File: src/sv/ccl_queue.sv
`timescale 1ns / 1ps
// Two-entry FIFO between the clipper front and back.
// Stand-alone; entry width is a parameter.
module ccl_queue #(
   parameter int WIDTH = 8
) (
   input  logic             clock,
   input  logic             reset,
   input  logic             in_valid,
   output logic             in_ready,
   input  logic [WIDTH-1:0] in_data,
   output logic             out_valid,
   input  logic             out_ready,
   output logic [WIDTH-1:0] out_data
);

   logic [WIDTH-1:0] slot_ff [2];
   logic             wr_ptr_ff;
   logic             rd_ptr_ff;
   logic [1:0]       count_ff;
   logic             push;
   logic             pop;

   assign in_ready  = (count_ff != 2'd2);
   assign out_valid = (count_ff != 2'd0);
   assign out_data  = slot_ff[rd_ptr_ff];
   assign push      = in_valid && in_ready;
   assign pop       = out_valid && out_ready;

   always_ff @(posedge clock) begin
      if (push) begin
         slot_ff[wr_ptr_ff] <= in_data;
      end
      if (reset) begin
         wr_ptr_ff <= 1'b0;
         rd_ptr_ff <= 1'b0;
         count_ff  <= 2'd0;
      end else begin
         if (push) begin
            wr_ptr_ff <= ~wr_ptr_ff;
         end
         if (pop) begin
            rd_ptr_ff <= ~rd_ptr_ff;
         end
         count_ff <= count_ff + 2'(push) - 2'(pop);
      end
   end

endmodule

File: config.mk
export PLATFORM = sky130hd
export DESIGN_NAME = ccl_queue
export DESIGN_NICKNAME = d
export VERILOG_FILES = /design/src/sv/ccl_queue.sv
export SDC_FILE = /design/constraint.sdc
export NUM_CORES = 1
export LEC_CHECK = 0
export BUFFER_PORTS_ARGS = -buffer_cell sky130_fd_sc_hd__buf_2
export CAP_MARGIN = 20
export CORE_UTILIZATION = 44
export CTS_CLUSTER_SIZE = 25
export DETAILED_ROUTE_END_ITERATION = 12
export PLACE_DENSITY = 0.78
export SLEW_MARGIN = 40
export SYNTH_ARGS = -nofsm -noshare
export SYNTH_HDL_FRONTEND = slang
export SYNTH_SLANG_ARGS = --single-unit
File: constraint.sdc
create_clock -name clock -period 1.5 [get_ports clock]
set_input_delay 0.075 -clock clock [delete_from_list [all_inputs] [get_ports clock]]
set_output_delay 0.075 -clock clock [all_outputs]
set_load 0.005 [all_outputs]
==> results.cfg <==
[critical_path]
cp.required_ps = 1700
r2r_setup_slack_ps = 50
reg2regPathDepth = 8
path_buf_inv = 1
end_kind = flop
crit_path_top_delay_cell = dfxtp_2
cp.arrival_ps = 1650
crit_fanout = 3
r2r_start = count_ff[0]
critPathLaunch = count_ff[0]
startpoint_type = flop
critPathTopFamily = adder cells
max_stage_delay_ps = 370
reg2reg_to = count_ff[1]
crit_type = reg -> reg
crit_chain = nand2b_4 > nand2_4 > ha_4 > inv_2 > ha_2 > xor2_1 > xnor2_1 > nor2_1

[die]
die_h_um = 45.0
fp-row-count = 15
die_area_um2 = 2020
io_pins = 22
core_um2 = 1730
initial_utilization_pct = 47.1
die_x_um = 45.0

[detailed_routing]
post_drt_wl_per_cell_um = 12.2
routed_wl_um = 1380
drc = 0
vias = 525
firstDrtPassIters = 4
drtAntennaViolNets = 0
vias_per_cell = 4.65
drt-initial-drc-count = 5

[grt]
antenna_found_initial = 0
grt_remaining_overflow = 0
grt_first_pass_wirelength_um = 1860
grtUsageTotal_pct = 13.7
grt_pass1_vias = 474
grt_max_degree = 12

[worst_hold_path]
hp-start = in_valid
hold_end = wr_ptr_ff
hold_depth = 4
min_path_type = in -> reg

[sta]
hold_viol = 0
fmax_mhz = 688
fin_skew_ps = 4.80
holdWs_ps = 247
setup_violations = 0
relSlewSlack_pct = 74.0
worst_slack_ps = 46.9
fin_tns_setup_ps = 0
slew_violations = 0
period_needed_ps = 1450
tightestPinTransition_ps = 390
min_period_over_period_pct = 96.9

[clocking]
clock_path_buffers = 2
cts_root_buf = clkbuf_4
clk_pin_slew_ps = 110
clk-insertion-delay-late_ps = 290
cts_sinks = 21
cts_buffers = 3
cts_tree = yes
htreeDepth = 1

[synthesis]
yosys.area.top_type = edfxtp_1
synth_top_flop_cell = edfxtp_1
ys_ff_latch = 21
netlist_area_um2 = 813
synth.distinct_cells = 16
postSynth.asyncResetShare_pct = 0
synth.area.top_cells = edfxtp_1 59%, dfxtp_1 12%, mux2_1 11%
synth.most_common_cell = edfxtp_1
synth_fp_nets = 63
ys_warn_count = 0
yosysSeqAreaShare_pct = 71.4
syn_area_per_cell_um2 = 16.6
synth_common_cells = 16 x edfxtp_1, 8 x mux2_1, 5 x dfxtp_1, 5 x nor2_1
synthCells = 49
synth_top_area_share_pct = 59.1
synth_edf_count = 16

[pwr]
ir_worst_vdd_v = 0.000877
p_leak_uw = 0.000464
power_density_nw_per_um2 = 1430
finalPower_uw = 1630

[layout]
regArea_um2 = 587
area_growth_pct = 40.6
final_util_pct = 66.2
multi_input_area_um2 = 255
num-fill-cells = 148
drive_gt1_share_pct = 45.5
fin_nets = 103
antennaDiodeCount = 0

[placed_design]
hpwl_um = 838
io_buffer_count = 21
gp_routability_congestion = 0.615
place_ws_ps = -23.6

[run_status]
status = finished, final reports clean

[flow_run]
max-cap-violations = 0
[timing repair]
item	in CTS	in global routing
hold buffers	9	0
pin swaps	5	3
endpoints found under the hold margin	17	0
gates resized for setup	4	6
endpoints found under the setup margin	1	5
setup buffers	3	0
[worst reg2reg max path: stages (launching register included)]
cell and delay, ps:
dfxtp_2 370, nand2b_4 150, nand2_4 60, ha_4 230, inv_2 40, ha_2 150
xor2_1 170, xnor2_1 130, nor2_1 50
[metal layers]
layer / wire (um) / track usage, % / part of all wire (%)
met2: 646 / 22.3 / 47
met4: 12 / 9.09 / 0.87
met1: 633 / 14.9 / 46
met3: 82 / 5.20 / 6.0
met5: 0 / 0 / 0
[worst max-delay path by stage]
stage / endpoint / slack (ps) / cells after the start
detailed placement: count_ff[1] / -20 / 8
global placement: count_ff[1] / 20 / 8
global route: count_ff[1] / -10 / 8
floorplan: count_ff[1] / 40 / 7
CTS: count_ff[1] / 5 / 8
finish: count_ff[1] / 50 / 8
[state kept, by name, summed over array words and instances, names as in the netlist, named ones only]
| name | flops |
|---|---|
| slot_ff | 16 |
| count_ff | 2 |
| wr_ptr_ff | 1 |
| rd_ptr_ff | 1 |
[through the flow]
stage / cells / cell area, um2
after floorplan: 49 / 813
after global placement: 97 / 967
after detailed placement: 97 / 967
after CTS: 113 / 1120
after global routing: 113 / 1140
final: 113 / 1140
[placed cells by master (no fill, tap or decap), drive strengths merged]
master	count
nand2b	1
xor2	1
o21a	1
nor2	5
dlygate4sd3	9
edfxtp	16
or2	1
nand2	1
nor2b	2
dfxtp	5
clkbuf	4
buf	27
ha	2
inv	1
and3	1
mux2	9
xnor2	2
[kinds of logic after synthesis]
family	count (synthesis)	share of synthesized area, %
compound gates	1	1.08
flops	21	71.4
simple gates	11	7.23
fa+ha+maj	2	3.08
buf+inv	2	1.08
mux	9	12.9
xor+xnor	3	3.23
[final cells by class]
| cell class | count | area share (%) |
|---|---|---|
| repair buffers | 36 | 21.0 |
| inverters | 1 | 0.328 |
| flip-flops and latches | 21 | 51.3 |
| multi-input cells | 26 | 22.3 |
| well taps | 25 | 2.74 |
| clock buffers | 4 | 2.30 |
[report_power, final]
group | switching [uW] | internal [uW] | total, uW
combinational | 220 | 331 | 552
clock | 151 | 103 | 254
sequential | 75.2 | 751 | 826
total | 446 | 1190 | 1630
Power figures use the tool's default switching activity.
