## config.mk

```make
export PLATFORM = sky130hd
export DESIGN_NAME = ccl_front_flat
export DESIGN_NICKNAME = d
export VERILOG_FILES = /design/src/sv/ccl_pkg.sv /design/src/sv/ccl_req_if.sv /design/src/sv/ccl_front.sv /design/src/flat_wrapper.sv
export SDC_FILE = /design/constraint.sdc
export NUM_CORES = 1
export LEC_CHECK = 0
export ABC_AREA = 0
export BUFFER_PORTS_ARGS = -buffer_cell sky130_fd_sc_hd__buf_2
export CORE_MARGIN = 2
export CORE_UTILIZATION = 24
export DETAILED_ROUTE_END_ITERATION = 6
export PLACE_DENSITY = 0.84
export SLEW_MARGIN = 25
export SYNTH_ARGS = -nofsm -noshare
export SYNTH_HDL_FRONTEND = slang
export SYNTH_SLANG_ARGS = --single-unit
```

## constraint.sdc

```tcl
create_clock -name clock -period 4.55 [get_ports clock]
set_input_delay 0.455 -clock clock [delete_from_list [all_inputs] [get_ports clock]]
set_output_delay 0.455 -clock clock [all_outputs]
set_load 0.02 [all_outputs]
```

## src/sv/ccl_pkg.sv

```systemverilog
`timescale 1ns / 1ps
// Shared constants and types for the convex polygon line clipper.
// No dependencies.
package ccl_pkg;

   localparam int FRAC_BITS = 30;                         // t is unsigned Q1.30
   localparam logic [FRAC_BITS:0] T_ONE  = 31'h4000_0000; // 1.0
   localparam logic [FRAC_BITS:0] T_ZERO = '0;            // 0.0

   localparam int VC_BITS = 5;
   localparam logic [VC_BITS-1:0] VC_RESET = 5'd4;
   localparam logic [VC_BITS-1:0] VC_MIN   = 5'd3;

   localparam logic REG_VERTEX_COUNT = 1'b0;

   typedef enum logic {
      KIND_VERTEX = 1'b0,
      KIND_CLIP   = 1'b1
   } kind_type;

endpackage

```

## src/sv/ccl_req_if.sv

```systemverilog
`timescale 1ns / 1ps
// Request channel of the line clipper: vertex writes and clip items.
// Stand-alone; width follows COORD_BITS.
interface ccl_req_if #(parameter int COORD_BITS = 16);
   logic                         valid;
   logic                         ready;
   logic                         kind;
   logic [3:0]                   vertex_index;
   logic signed [COORD_BITS-1:0] start_x;
   logic signed [COORD_BITS-1:0] start_y;
   logic signed [COORD_BITS-1:0] end_x;
   logic signed [COORD_BITS-1:0] end_y;

   modport source (output valid, kind, vertex_index, start_x, start_y, end_x, end_y,
                   input ready);
   modport sink   (input valid, kind, vertex_index, start_x, start_y, end_x, end_y,
                   output ready);
endinterface

```

## src/sv/ccl_front.sv

```systemverilog
`timescale 1ns / 1ps
// Clipper front: accepts request items, drops vertex writes beyond the table,
// forms the segment deltas and edge count, and hands entries to the queue. Uses ccl_pkg.
module ccl_front #(
   parameter int MAX_VERTICES = 16,
   parameter int COORD_BITS   = 16,
   parameter int NW           = 5,
   parameter int EW           = 8
) (
   input  logic                          clock,
   input  logic                          reset,
   ccl_req_if.sink                       req,
   input  logic [ccl_pkg::VC_BITS-1:0]   vertex_count,
   output logic                          ent_valid,
   input  logic                          ent_ready,
   output logic [EW-1:0]                 ent_data
);
   import ccl_pkg::*;

   logic            ent_valid_ff;
   logic [EW-1:0]   ent_ff;
   logic            req_ok;
   logic            keep;
   logic [NW-1:0]   n_edges;
   logic signed [COORD_BITS:0] dx;
   logic signed [COORD_BITS:0] dy;

   assign req.ready = !ent_valid_ff || ent_ready;
   assign req_ok    = req.valid && req.ready;
   assign ent_valid = ent_valid_ff;
   assign ent_data  = ent_ff;

   assign keep = (kind_type'(req.kind) == KIND_CLIP)
              || (8'(req.vertex_index) < 8'(MAX_VERTICES));

   assign dx = (COORD_BITS+1)'(req.end_x) - (COORD_BITS+1)'(req.start_x);
   assign dy = (COORD_BITS+1)'(req.end_y) - (COORD_BITS+1)'(req.start_y);

   // clamp the corner count into [3, MAX_VERTICES]
   always_comb begin
      if (vertex_count < VC_MIN) begin
         n_edges = NW'(VC_MIN);
      end else if (8'(vertex_count) > 8'(MAX_VERTICES)) begin
         n_edges = NW'(MAX_VERTICES);
      end else begin
         n_edges = NW'(vertex_count);
      end
   end

   always_ff @(posedge clock) begin
      if (reset) begin
         ent_valid_ff <= 1'b0;
      end else if (req_ok) begin
         ent_valid_ff <= keep;
         ent_ff <= {req.kind, req.vertex_index, req.start_x, req.start_y, dx, dy, n_edges};
      end else if (ent_ready) begin
         ent_valid_ff <= 1'b0;
      end
   end

endmodule

```

## src/flat_wrapper.sv

```systemverilog
// flat-port wrapper written by rule: the top's interface ports become plain ports
module ccl_front_flat import ccl_pkg::*;
#(
   parameter int MAX_VERTICES = 16,
   parameter int COORD_BITS   = 16,
   parameter int NW           = 5,
   parameter int EW           = 8
)
  (clock, reset, vertex_count, ent_valid, ent_ready, ent_data, req_valid, req_kind, req_vertex_index, req_start_x, req_start_y, req_end_x, req_end_y, req_ready);
  ccl_req_if #(.COORD_BITS(COORD_BITS)) req_i ();
  input  logic clock;
  input  logic reset;
  input  logic [ccl_pkg::VC_BITS-1:0] vertex_count;
  output logic ent_valid;
  input  logic ent_ready;
  output logic [EW-1:0] ent_data;
  input wire logic [$bits(req_i.valid)-1:0] req_valid;
  input wire logic [$bits(req_i.kind)-1:0] req_kind;
  input wire logic [$bits(req_i.vertex_index)-1:0] req_vertex_index;
  input wire logic [$bits(req_i.start_x)-1:0] req_start_x;
  input wire logic [$bits(req_i.start_y)-1:0] req_start_y;
  input wire logic [$bits(req_i.end_x)-1:0] req_end_x;
  input wire logic [$bits(req_i.end_y)-1:0] req_end_y;
  output wire logic [$bits(req_i.ready)-1:0] req_ready;
  assign req_i.valid = req_valid;
  assign req_i.kind = req_kind;
  assign req_i.vertex_index = req_vertex_index;
  assign req_i.start_x = req_start_x;
  assign req_i.start_y = req_start_y;
  assign req_i.end_x = req_end_x;
  assign req_i.end_y = req_end_y;
  assign req_ready = req_i.ready;
  ccl_front #(.MAX_VERTICES(MAX_VERTICES), .COORD_BITS(COORD_BITS), .NW(NW), .EW(EW)) u_core (.clock(clock), .reset(reset), .req(req_i), .vertex_count(vertex_count), .ent_valid(ent_valid), .ent_ready(ent_ready), .ent_data(ent_data));
endmodule
```

==> metrics.cfg, run 1 <==
[status]
outcome=complete, no violations

[logic_synthesis]
yosysSeqAreaShare=0.6710
syn_inst=29
syn_nets=109
synth_area_per_cell_um2=13.37
synth.area.top_cells=edfxtp_1 (62%), inv_1 (6.8%), dfxtp_1 (5.2%), fa_1 (5.2%), xnor2_1 (4.5%)
synth-seq-cells=9
yosysTopAreaCellShare=0.6194
yosys_warnings=0
synth_area_um2=387.9
ys_types=12
synth_top_cell_by_area=edfxtp_1

[placement]
post-place-ws_ns=2.560
place_area_um2=524.3
hpwl_um=550.4
gp_congestion=0.6347
io_buffers=24
place_inst=68

[layout]
multiInputGateArea_um2=102.6
final_layout_size_suffix_gt1_frac=0.5000
fillers=156
fin_util=0.3688
instances_no_fill=72
n_antenna_cell=0
nets=137
regArea_um2=260.3
fin_area_um2=555.5
area_delta_synth_final_pct=43.23

[route]
firstDrtPassIters=2
ant_nets=0
via_per_inst=3.972
drc=0
routed_wl_um=668
drt_iter0_drc=5
routedWlPerCell_um=9.278
via_count=286

[critical_path]
arrival_ns=1.40
cp_max_fo=1
cpMaxStageDelayCell=fa_1
path_class=in2reg
cpMostUsedCell=xnor2_1
crit_required_ns=4.56
cp-start-kind=input pin
crit_path_end_kind=flip-flop
cp.buffers_inverters=2
cpPeakStageDelay_ns=0.38
cp_cell_sequence=buf_2, inv_1, ha_1, fa_1, xnor2_1, xnor2_1
path_delay_family=adder cells

[clock_tree]
htreeDepth=1
cts_tree=done
cts.sinks=9
clockRootBuffer=clkbuf_4
cts_resized=0
worstSkewPairLatency_ns=0.26
postCtsSetupBuffers=0
hold_buffers=0
clk_pin_slew_ns=0.06
clock_path_buffers=2
cts_buffers=3

[power]
power_mw=0.1852
ir_drop_v=0.0001025
leakage_nw=0.2662
power.density_nw_per_um2=333.4

[floorplanning]
ios=88
die_area_um2=1954
core_area_um2=1506
initial_core_util=0.2575
row_count=14
fp.dieH_um=44.20
floorplan.die.width_um=44.20

[sta]
holdWs_ns=0.3771
final.setup.worst_slack_ns=3.157
finalSetupViolCount=0
tightestPinTransition_ns=0.5972
totalNegativeSetupSlack_ns=0
finalCritPeriodShare=0.3061
fmax_ghz=0.7180
finalClockSkew_ns=0.004473
hold_violations=0
rsz0062_at_grt=no
period_minus_slack_ns=1.393
slew_headroom=0.6001
slew_viol_final=0

[global_routing]
antenna_found_initial=0
grt_pass1_wl_um=979
grt_max_degree=9
first_global_vias=257
gr-total-overflow=0
grt.total_usage=0.07581

[job]
drv_cap=0

[min_path]
hold_path_class=in2reg

## sequential cells by signal, indices dropped and copies added (netlist names)
name	flops
u_core.ent_data	8
u_core.ent_valid	1
## placed cells by master (no fill, tap or decap)
cell      Yosys  routed
a21oi_1       3       3
buf_2         0      24
clkbuf_1      1       1
clkbuf_4      0       3
dfxtp_1       1       1
edfxtp_1      8       8
fa_1          1       1
ha_1          1       1
inv_1         7       7
nand2b_1      1       1
nor2b_1       2       2
nor3b_2       0       1
or2_1         1       1
xnor2_1       2       2
## metal layers
layer	vias up	share of wire	track usage
li1	146	-	-
met1	121	0.38	0.07198
met2	19	0.47	0.1147
met3	0	0.15	0.05306
met4	0	0	0.05455
met5	-	0	0
## synth_stat cells
cell type and number:
edfxtp_1 8, inv_1 7, a21oi_1 3, nor2b_1 2, xnor2_1 2, clkbuf_1 1, dfxtp_1 1, fa_1 1
ha_1 1, nand2b_1 1, nor3b_1 1, or2_1 1
## cell type report
type | count | share of cell area
clock buffers | 4 | 0.04730
multi-input cells | 12 | 0.1847
repair buffers | 24 | 0.2162
well taps | 16 | 0.03604
flip-flops and latches | 9 | 0.4685
inverters | 7 | 0.04730
## worst register-to-register path: stages (launching register included)
cell      delay, ns
dfxtp_1        0.31
nand2b_1       0.09
nor3b_2        0.52
## cells by family (layout without fill, tap and decap cells)
logic type / after synthesis / in the layout / share of synthesized area
buffers and inverters: 8 / 35 / 0.07742
flip-flops: 9 / 9 / 0.6710
AND/OR/NAND/NOR: 5 / 5 / 0.08389
AO/OA/AOI/OAI: 3 / 3 / 0.03870
XOR/XNOR: 2 / 2 / 0.04517
adder cells (fa/ha/maj): 2 / 2 / 0.08387
## final timing paths
kind                                                    start                       endpoint  slack (ns)  depth (start not counted)
worst min-delay path                                    reset  u_core.ent_valid$_SDFFE_PP0P_        0.38                          2
worst max-delay path                             req_end_y[0]   u_core.ent_data[7]$_DFFE_PP_        3.16                          6
worst min register to register  u_core.ent_valid$_SDFFE_PP0P_  u_core.ent_valid$_SDFFE_PP0P_        0.51                          2
worst max register to register  u_core.ent_valid$_SDFFE_PP0P_   u_core.ent_data[7]$_DFFE_PP_        3.27                          2
## power by group
part | switching, mW | leakage (nW) | internal (mW) | total, mW
sequential | 0.00103 | 0.0834 | 0.0959 | 0.0969
clock | 0.0266 | 0.0150 | 0.0337 | 0.0603
combinational | 0.0155 | 0.168 | 0.0125 | 0.0280
total | 0.0431 | 0.266 | 0.142 | 0.185
Note: power is estimated with default switching activity, not from simulation.
==> inputs of run 2 (changes only) <==
--- a/config.mk
+++ b/config.mk
@@ -7,10 +7,11 @@
 export LEC_CHECK = 0
 export ABC_AREA = 0
 export BUFFER_PORTS_ARGS = -buffer_cell sky130_fd_sc_hd__buf_2
+export CORE_ASPECT_RATIO = 1.4
 export CORE_MARGIN = 2
-export CORE_UTILIZATION = 24
+export CORE_UTILIZATION = 20
 export DETAILED_ROUTE_END_ITERATION = 6
-export PLACE_DENSITY = 0.84
+export PLACE_DENSITY = 0.75
 export SLEW_MARGIN = 25
 export SYNTH_ARGS = -nofsm -noshare
 export SYNTH_HDL_FRONTEND = slang
==> constraint.sdc (replaced) <==
create_clock -name clock -period 1.15 [get_ports clock]
set_input_delay 0.115 -clock clock [delete_from_list [all_inputs] [get_ports clock]]
set_output_delay 0.115 -clock clock [all_outputs]
set_load 0.02 [all_outputs]
==> run 2 against run 1 <==
Effect of this change: sequential share of layout area fell by 4.5 points; power rose to 4.1 times the previous value; setup slack got worse by 3.1 ns; critical endpoint is now u_core.ent_data[3]$_SDFFCE_PP0P_; combinational power rose to 4.9 times the previous value; final cell count rose by 6.9%; core utilization fell by 2.3 points; global-route usage fell by 0.083 points; design area rose by 12%; clock-buffer cell count did not move; clock power rose to 3.9 times the previous value; clock skew fell by 0.0039 ns; flip-flop and latch count did not move.
==> metrics.cfg, run 2 (synthesized netlist as in run 1, its figures left out) <==
[critical_path]
cp_max_fo=8  ; +7
cp-start-kind=flip-flop
crit_path_end_kind=flip-flop
arrival_ns=1.02  ; -0.38 ns
crit_required_ns=1.12  ; -3.44 ns
path_class=reg2reg

[job]
drv_cap=0  ; unchanged

[clock_tree]
cts_buffers=3  ; unchanged
worstSkewPairLatency_ns=0.25  ; about the same
clk_pin_slew_ns=0.06  ; about the same
cts_tree=done
hold_buffers=0  ; unchanged
postCtsSetupBuffers=0  ; unchanged
cts_resized=0  ; unchanged
htreeDepth=1  ; unchanged
cts.sinks=9  ; unchanged
clock_path_buffers=2  ; unchanged
clockRootBuffer=clkbuf_4

[floorplanning]
core_area_um2=1802  ; +20%
die_area_um2=2313  ; +18%
initial_core_util=0.2153  ; -0.04220
row_count=18  ; +4
ios=88  ; unchanged
floorplan.die.width_um=41.22  ; -6.7%
fp.dieH_um=56.11  ; +27%

[route]
via_count=289  ; +1.0%
drc=0  ; unchanged
via_per_inst=3.753  ; -5.5%
routedWlPerCell_um=9.377  ; +1.1%
routed_wl_um=722  ; +8.1%
ant_nets=0  ; unchanged
drt_iter0_drc=3  ; -2
firstDrtPassIters=3  ; +1

[global_routing]
first_global_vias=273  ; +6.2%
grt_pass1_wl_mm=1.124  ; +15%
grt_max_degree=9  ; unchanged
grt.total_usage=0.07498  ; -0.0008278
grtUsageMet1=0.07750  ; +0.005521
gr-total-overflow=0  ; unchanged
met2_usage=0.1116  ; -0.003099
top_usage_layer=met2
grt_use_met3=0.03200  ; -0.02106
antenna_found_initial=0  ; unchanged

[sta]
tightestPinTransition_ns=0.1812  ; -0.4160 ns
slew_viol_final=0  ; unchanged
fmax_ghz=0.9542
slew_headroom=0.8791  ; +0.2789
hold_violations=0  ; unchanged
rsz0062_at_grt=no
finalSetupViolCount=0  ; unchanged
period_minus_slack_ns=1.048
finalCritPeriodShare=0.9113
totalNegativeSetupSlack_ns=0  ; unchanged
finalClockSkew_ns=0.0006052  ; -0.003867 ns

[layout]
layout_commonest_cell=buf_2
nets=138  ; +0.73%
most-common-layout-cells=buf_2 (24), edfxtp_1 (8), inv_1 (6)
largest_register_ffs=8  ; unchanged
instances_no_fill=77  ; +6.9%
fin_util=0.3458  ; -0.02294
fillers=200  ; +28%
n_antenna_cell=0  ; unchanged
final_layout_size_suffix_gt1_frac=0.6140  ; +0.1140
area_delta_synth_final_pct=60.65
fin_area_um2=623.1  ; +12%

[placement]
io_buffers=24  ; unchanged
gp_congestion=0.5890  ; -7.2%
place_inst=73  ; +7.4%
place_area_um2=596.8  ; +14%

[power]
power_mw=0.7548  ; +310%
leakage_nw=0.2864  ; +7.6%
ir_drop_v=0.0004945  ; +380%
power.density_nw_per_um2=1211  ; +260%

[status]
outcome=complete, no violations

[min_path]
hold_path_class=in2reg

[run 2: power breakdown]
part	internal, mW	switching (mW)
Combinational	0.0677	0.0694
Clock	0.133	0.101
Sequential	0.379	0.00537
Total	0.579	0.175
[run 2: metrics by stage]
step                setup slack, ns  hold WS [ns]
floorplan                 -0.001701        0.1744
global placement            -0.1208        0.3078
detailed placement          -0.1356        0.3237
CTS                         0.08605       0.04757
global route                0.04917       0.05957
finish                       0.1020       0.06144
[run 2: final timing paths]
kind / from / end / slack [ns] / depth (start not counted)
hold reg to reg: u_core.ent_valid$_SDFFE_PP0P_ / u_core.ent_valid$_SDFFE_PP0P_ / 0.51 / 2
hold / removal: reset / u_core.ent_valid$_SDFFE_PP0P_ / 0.06 / 2
setup / recovery: u_core.ent_valid$_SDFFE_PP0P_ / u_core.ent_data[3]$_SDFFCE_PP0P_ / 0.10 / 3
setup reg to reg: u_core.ent_valid$_SDFFE_PP0P_ / u_core.ent_data[3]$_SDFFCE_PP0P_ / 0.10 / 3
[run 2: worst max-delay path: stages, from the launching register on]
cell,delay [ns]
dfxtp_4,0.35
nand2b_4,0.07
nor3b_4,0.21
buf_12,0.15
[run 2: routing by layer]
layer / vias to the layer above / routed length [µm]
li1: 147 / -
met1: 119 / 242
met2: 23 / 340
met3: 0 / 139
met4: 0 / 0
met5: - / 0
[run 2: layout make-up]
type | instances | area, µm² | area share
Sequential cell | 9 | 264.0 | 0.4237
Clock buffer | 4 | 26.28 | 0.04217
Inverter | 7 | 28.78 | 0.04618
Tap cell | 20 | 25.02 | 0.04016
Timing Repair Buffer | 25 | 140.1 | 0.2249
Multi-Input combinational cell | 12 | 138.9 | 0.2229
